### src/rwm_pkg.sv
// Widths, constants and transaction types for the running weighted mean unit.
package rwm_pkg;

    localparam int VALUE_W  = 32;
    localparam int WEIGHT_W = 16;
    localparam int TOTAL_W  = 40;

    // |value - mean| needs one bit more than a value
    localparam int DIFF_W = VALUE_W + 1;
    // magnitude times weight, shifted through the divider
    localparam int PROD_W = DIFF_W + WEIGHT_W;
    // partial remainder of the restoring divider
    localparam int REM_W  = TOTAL_W + 1;
    localparam int CNT_W  = $clog2(PROD_W);
    // mean plus or minus a limited quotient
    localparam int SUM_W  = VALUE_W + 3;

    localparam logic [PROD_W-1:0] Q_CAP = PROD_W'(1) << (VALUE_W + 1);
    localparam logic [CNT_W-1:0]  DIV_LAST_BIT = CNT_W'(PROD_W - 1);

    localparam logic signed [SUM_W-1:0] SUM_MAX =
        {{(SUM_W - VALUE_W + 1){1'b0}}, {(VALUE_W - 1){1'b1}}};
    localparam logic signed [SUM_W-1:0] SUM_MIN =
        {{(SUM_W - VALUE_W + 1){1'b1}}, {(VALUE_W - 1){1'b0}}};

    typedef struct packed {
        logic signed [VALUE_W-1:0] component_value;
        logic [WEIGHT_W-1:0]       component_weight;
        logic                      last_component;
    } t_in_item;

    typedef struct packed {
        logic signed [VALUE_W-1:0] weighted_mean;
        logic                      zero_total_weight;
    } t_out_item;

endpackage

### src/running_weighted_mean_unit.sv
// Running weighted mean: one shared restoring divider under a small sequencer.
//
// Input channel (i_in_valid / o_in_stall / i_in_data) takes one component per
// transaction: signed value, unsigned weight and a last mark. The output channel
// (o_out_valid / i_out_stall / o_out_data) gives one transaction per run, on the
// component marked last: the mean and a flag for a zero total weight.
// A component with a nonzero running total passes, from acceptance to the next
// acceptance, through the idle, multiply, divider (one quotient bit per divider
// cycle, magnitude times weight over the total), update and finishing states.
// A component that leaves the total at zero goes from multiply straight to
// finishing. The result appears in the output register the cycle after the
// finishing cycle of the last component.
// The output register decouples the two sides: new components are taken while a
// result waits. If a second result is ready before the first has been taken,
// the sequencer holds in its finishing cycle until the output register frees.
// Reset (synchronous, active low) clears the mean, the total and the sequencer.
module running_weighted_mean_unit
    import rwm_pkg::*;
(
    input  logic      i_clk,
    input  logic      i_rst_n,
    input  logic      i_in_valid,
    output logic      o_in_stall,
    input  t_in_item  i_in_data,
    output logic      o_out_valid,
    input  logic      i_out_stall,
    output t_out_item o_out_data
);

    typedef enum logic [2:0] {
        S_IDLE,
        S_MUL,
        S_DIV,
        S_UPD,
        S_DONE
    } t_state;

    t_state                    r_state, n_state;
    logic signed [VALUE_W-1:0] r_mean, n_mean;
    logic [TOTAL_W-1:0]        r_total, n_total;
    logic signed [VALUE_W-1:0] r_value, n_value;
    logic [WEIGHT_W-1:0]       r_weight, n_weight;
    logic                      r_last, n_last;
    logic                      r_neg, n_neg;
    logic [PROD_W-1:0]         r_prod, n_prod;
    logic [REM_W-1:0]          r_rem, n_rem;
    logic [CNT_W-1:0]          r_cnt, n_cnt;
    logic                      r_out_valid, n_out_valid;
    t_out_item                 r_out_data, n_out_data;

    logic signed [DIFF_W-1:0]  diff;
    logic [DIFF_W-1:0]         mag;
    logic [PROD_W-1:0]         product;
    logic [REM_W-1:0]          rem_sh;
    logic [REM_W-1:0]          rem_sub;
    logic                      rem_ge;
    logic [PROD_W-1:0]         q_cap;
    logic signed [SUM_W-1:0]   q_ext;
    logic signed [SUM_W-1:0]   mean_ext;
    logic signed [SUM_W-1:0]   sum;
    logic signed [VALUE_W-1:0] mean_sat;
    logic                      out_free;

    assign o_in_stall  = (r_state != S_IDLE);
    assign o_out_valid = r_out_valid;
    assign o_out_data  = r_out_data;
    assign out_free    = !(r_out_valid && i_out_stall);

    // datapath
    always_comb begin
        diff    = {r_value[VALUE_W-1], r_value} - {r_mean[VALUE_W-1], r_mean};
        mag     = diff[DIFF_W-1] ? DIFF_W'(-diff) : DIFF_W'(diff);
        product = {{WEIGHT_W{1'b0}}, mag} * {{DIFF_W{1'b0}}, r_weight};

        rem_sh  = {r_rem[REM_W-2:0], r_prod[PROD_W-1]};
        rem_sub = rem_sh - {1'b0, r_total};
        rem_ge  = (rem_sh >= {1'b0, r_total});

        q_cap    = (r_prod > Q_CAP) ? Q_CAP : r_prod;
        q_ext    = signed'({1'b0, q_cap[SUM_W-2:0]});
        mean_ext = SUM_W'(r_mean);
        sum      = r_neg ? (mean_ext - q_ext) : (mean_ext + q_ext);
        if (sum > SUM_MAX) begin
            mean_sat = SUM_MAX[VALUE_W-1:0];
        end else if (sum < SUM_MIN) begin
            mean_sat = SUM_MIN[VALUE_W-1:0];
        end else begin
            mean_sat = sum[VALUE_W-1:0];
        end
    end

    // sequencer
    always_comb begin
        n_state     = r_state;
        n_mean      = r_mean;
        n_total     = r_total;
        n_value     = r_value;
        n_weight    = r_weight;
        n_last      = r_last;
        n_neg       = r_neg;
        n_prod      = r_prod;
        n_rem       = r_rem;
        n_cnt       = r_cnt;
        n_out_valid = r_out_valid && i_out_stall;
        n_out_data  = r_out_data;

        case (r_state)
            S_IDLE: begin
                if (i_in_valid) begin
                    n_value  = i_in_data.component_value;
                    n_weight = i_in_data.component_weight;
                    n_last   = i_in_data.last_component;
                    n_total  = r_total + TOTAL_W'(i_in_data.component_weight);
                    n_state  = S_MUL;
                end
            end
            S_MUL: begin
                if (r_total == '0) begin
                    n_state = S_DONE;
                end else begin
                    n_neg   = diff[DIFF_W-1];
                    n_prod  = product;
                    n_rem   = '0;
                    n_cnt   = DIV_LAST_BIT;
                    n_state = S_DIV;
                end
            end
            S_DIV: begin
                // quotient bits shift in from the bottom as the dividend leaves the top
                n_rem  = rem_ge ? rem_sub : rem_sh;
                n_prod = {r_prod[PROD_W-2:0], rem_ge};
                n_cnt  = r_cnt - CNT_W'(1);
                if (r_cnt == '0) begin
                    n_state = S_UPD;
                end
            end
            S_UPD: begin
                n_mean  = mean_sat;
                n_state = S_DONE;
            end
            S_DONE: begin
                if (!r_last) begin
                    n_state = S_IDLE;
                end else if (out_free) begin
                    n_out_valid                  = 1'b1;
                    n_out_data.weighted_mean     = r_mean;
                    n_out_data.zero_total_weight = (r_total == '0);
                    n_mean                       = '0;
                    n_total                      = '0;
                    n_state                      = S_IDLE;
                end
            end
            default: begin
                n_state = S_IDLE;
            end
        endcase
    end

    always_ff @(posedge i_clk) begin
        if (!i_rst_n) begin
            r_state     <= S_IDLE;
            r_mean      <= '0;
            r_total     <= '0;
            r_out_valid <= 1'b0;
        end else begin
            r_state     <= n_state;
            r_mean      <= n_mean;
            r_total     <= n_total;
            r_out_valid <= n_out_valid;
        end
        r_value    <= n_value;
        r_weight   <= n_weight;
        r_last     <= n_last;
        r_neg      <= n_neg;
        r_prod     <= n_prod;
        r_rem      <= n_rem;
        r_cnt      <= n_cnt;
        r_out_data <= n_out_data;
    end

endmodule

### config.mk
export PLATFORM = sky130hd
export DESIGN_NAME = running_weighted_mean_unit
export DESIGN_NICKNAME = d
export VERILOG_FILES = /design/src/rwm_pkg.sv /design/src/running_weighted_mean_unit.sv
export SDC_FILE = /design/constraint.sdc
export NUM_CORES = 2
export LEC_CHECK = 0
export ABC_CLOCK_PERIOD_IN_PS = 11800
export BUFFER_PORTS_ARGS = -buffer_cell sky130_fd_sc_hd__buf_2
export CORE_MARGIN = 2
export CORE_UTILIZATION = 66
export DETAILED_ROUTE_END_ITERATION = 10
export HOLD_SLACK_MARGIN = 0.05
export PLACE_DENSITY = 0.9
export SLEW_MARGIN = 0
export SYNTH_ARGS = -nofsm -noshare
export SYNTH_HDL_FRONTEND = slang
export SYNTH_SLANG_ARGS = --single-unit
### constraint.sdc
create_clock -name i_clk -period 11.8 [get_ports i_clk]
set_clock_uncertainty 0.1 [all_clocks]
set_input_delay 1.77 -clock i_clk [delete_from_list [all_inputs] [get_ports i_clk]]
set_output_delay 1.77 -clock i_clk [all_outputs]
set_load 0.05 [all_outputs]
==> metrics.md <==
| Metric | Value |
|---|---|
| Crit-path slowest cell | `or4b_4` |
| Critical setup path kind | `reg -> reg` |
| Post-CTS Setup Bufs | `0` |
| Cell mode on critical path | `a21o_1` |
| Post-synthesis cell type count | `95` |
| Nets | `4,691` |
| CTS Buf Count | `27` |
| H-tree levels | `1` |
| WP data required | `12,000 ps` |
| Final slew viol count | `0` |
| Row Count | `84` |
| Final period util | `0.912` |
| Status | `finished clean` |
| Fmax | `92.9 MHz` |
| Rel. slew slack | `0.131` |
| RSZ-0062 raised after global routing | `false` |
| Post-synthesis async set-or-reset flop share | `0` |
| Layout cells sized above 1 | `0.0682` |
| CTS Hold Bufs | `0` |
| Yosys warnings | `0` |
| Worst-Margin Slew | `1300 ps` |
| Via density | `6.32` |
| Total GRT Usage | `0.349` |
| Post-Syn Nets | `4,692` |
| Die area | `0.0550 mm²` |
| Num Clock Sinks | `254` |
| Syn avg cell area | `8.87 µm²` |
| Synthesis-stage register bit count | `254` |
| HP Class | `reg -> reg` |
| Gr ovfl total | `0` |
| Largest net degree at the start of global routing | `83` |
| CP endpoint kind | `flop` |
| DR iter-0 viols | `2,738` |
| Initial antenna violation count | `1` |
| Worst-Skew Late Latency | `580 ps` |
| Crit path largest cell delay | `560 ps` |
| Final Hold Fails | `0` |
| Arrival time at the worst endpoint | `10,960 ps` |
| Max Root-Sink Buffers | `3` |
| RePlAce Congestion | `0.954` |
| Vias in the first global route | `30,300` |
| First-pass GRT wire length | `154,000 µm` |
| Final setup fails | `0` |
| Post-CTS sizing | `0` |
| Setup TNS | `0 ps` |
| CP Max Fanout | `16` |
| Post-synthesis cell area | `0.0351 mm²` |
| DIE WIDTH | `235 µm` |
| Main flop type after synthesis | `edfxtp_1` |
| Clock-pin slew on the worst setup and hold paths | `70 ps` |
| # fillers | `3,791` |
| Boundary pin count | `88` |
| Cells after synthesis | `3,956` |
| DRC violations left | `0` |
| Die Y | `235 µm` |
| CTS tree | `yes` |
| Final wirelength | `93,100 µm` |
| PortBufs | `87` |
| DP HPWL | `70,400 µm` |
| Post-DRT Antenna Nets | `0` |
| CTS Root Cell | `clkbuf_16` |
| Detailed-route wire length per cell | `20.0 µm` |
| Routed vias | `29,500` |
| Fin crit period | `10,760 ps` |
| Drt pass-1 iters | `6` |
| Seq/Total Area, Yosys | `0.196` |
| Effective utilization at floorplan | `0.667` |
| CP Launch Type | `flop` |
| Count of flip-flops with a built-in enable after synthesis | `178` |
| Max cap viols | `0` |
| Syn-to-layout area delta | `5.45%` |
| Core region area | `0.0526 mm²` |
[cells by family after synthesis]
kind of cell	share of synthesized area
simple gates	0.174
compound gates	0.154
buf+inv	0.0838
fa+ha+maj	0.337
flops	0.196
xor+xnor	0.0487
mux	0.00721
[layout make-up]
cell class                 count  area [µm²]  share of cell area
multi-input combinational   2948       25300               0.685
sequential                   254        6870               0.186
inverter                     577        2170              0.0586
timing repair buffer         147         886              0.0240
tap                          688         861              0.0233
clock buffer                  32         694              0.0188
clock inverter                18         174             0.00470
antenna                        1        2.50           0.0000677
[cells in the mapped netlist (all sizes together) (76+ instances only)]
cell type  instances  area share
a21oi            213       0.031
inv              575       0.062
xnor2            129       0.032
clkbuf           145       0.016
nand2            488       0.052
fa               436        0.25
nor2             188       0.020
a21o              99       0.021
ha               247       0.088
o21ai            183       0.028
dfxtp             76       0.043
edfxtp           178        0.15
and2             190       0.034
[worst max-delay path, delay by kind of cell, from the launching register on]
kind / cells / cell delay [ps]
AO/OA/AOI/OAI: 14 / 3330
XOR/XNOR: 1 / 160
adder cells (fa/ha/maj): 8 / 3740
buffers and inverters: 5 / 320
flip-flops: 1 / 430
AND/OR/NAND/NOR: 7 / 2430
[sequential cells by signal, indices dropped and copies added, names as in the netlist, 3 cells and up]
| signal | count |
|---|---|
| r_prod | 49 |
| o_out_data | 33 |
| r_value | 32 |
| r_total | 40 |
| r_rem | 40 |
| r_weight | 16 |
| r_cnt | 6 |
| r_mean | 32 |
| r_state | 3 |
[worst paths after layout]
check | from | depth (start not counted) | endpoint | slack, ps
worst max-delay path | r_mean[1]$_SDFFE_PN0P_ | 35 | r_prod[48]$_DFFE_PP_ | 1040
worst min-delay path | r_mean[11]$_SDFFE_PN0P_ | 0 | o_out_data[12]$_DFFE_PP_ | 400
worst min register to register | r_mean[11]$_SDFFE_PN0P_ | 0 | o_out_data[12]$_DFFE_PP_ | 400
worst max register to register | r_mean[1]$_SDFFE_PN0P_ | 35 | r_prod[48]$_DFFE_PP_ | 1040
[through the flow]
step,cells,util,hold slack (ps),setup WS [ps],instance area (µm²)
after floorplan,3956,-,359,1920,35100
after global placement,4614,0.687,372,1340,36100
after detailed placement,4614,0.687,384,1170,36100
after CTS,4664,0.704,400,1120,37000
after global routing,4664,0.704,419,476,37000
final,4665,0.704,401,1040,37000
[layout by cell type (no fill, tap or decap), drive strengths merged, types with 12 or more instances in the layout]
cell | Yosys | final
clkinv | 2 | 16
o21a | 55 | 55
a221o | 34 | 34
or3 | 31 | 31
o211ai | 19 | 19
a31oi | 37 | 37
xor2 | 66 | 66
o21bai | 26 | 26
nor3 | 60 | 60
ha | 247 | 247
o21ai | 183 | 183
mux2 | 13 | 13
buf | 32 | 147
and2 | 190 | 190
nand2b | 22 | 22
inv | 575 | 576
nor4 | 34 | 34
nand3 | 51 | 51
clkbuf | 145 | 32
nand4 | 33 | 33
edfxtp | 178 | 178
nor2 | 188 | 188
a21o | 99 | 99
xnor2 | 129 | 129
nor2b | 55 | 55
nand2 | 488 | 488
dfxtp | 76 | 76
o22ai | 12 | 12
a211oi | 25 | 25
fa | 436 | 436
a22oi | 18 | 18
and3 | 39 | 39
a21oi | 213 | 213
[layer usage]
metal / up-vias / GRT usage / part of all wire
li1: 13200 / - / -
met1: 14300 / 0.426 / 0.37
met2: 1557 / 0.595 / 0.49
met3: 450 / 0.0527 / 0.082
met4: 2 / 0.196 / 0.065
met5: - / 0 / 0.00014
Power is left out: the tool's default activity adds up to more than one toggle a clock period on the data nets, which glitch-free logic cannot reach.
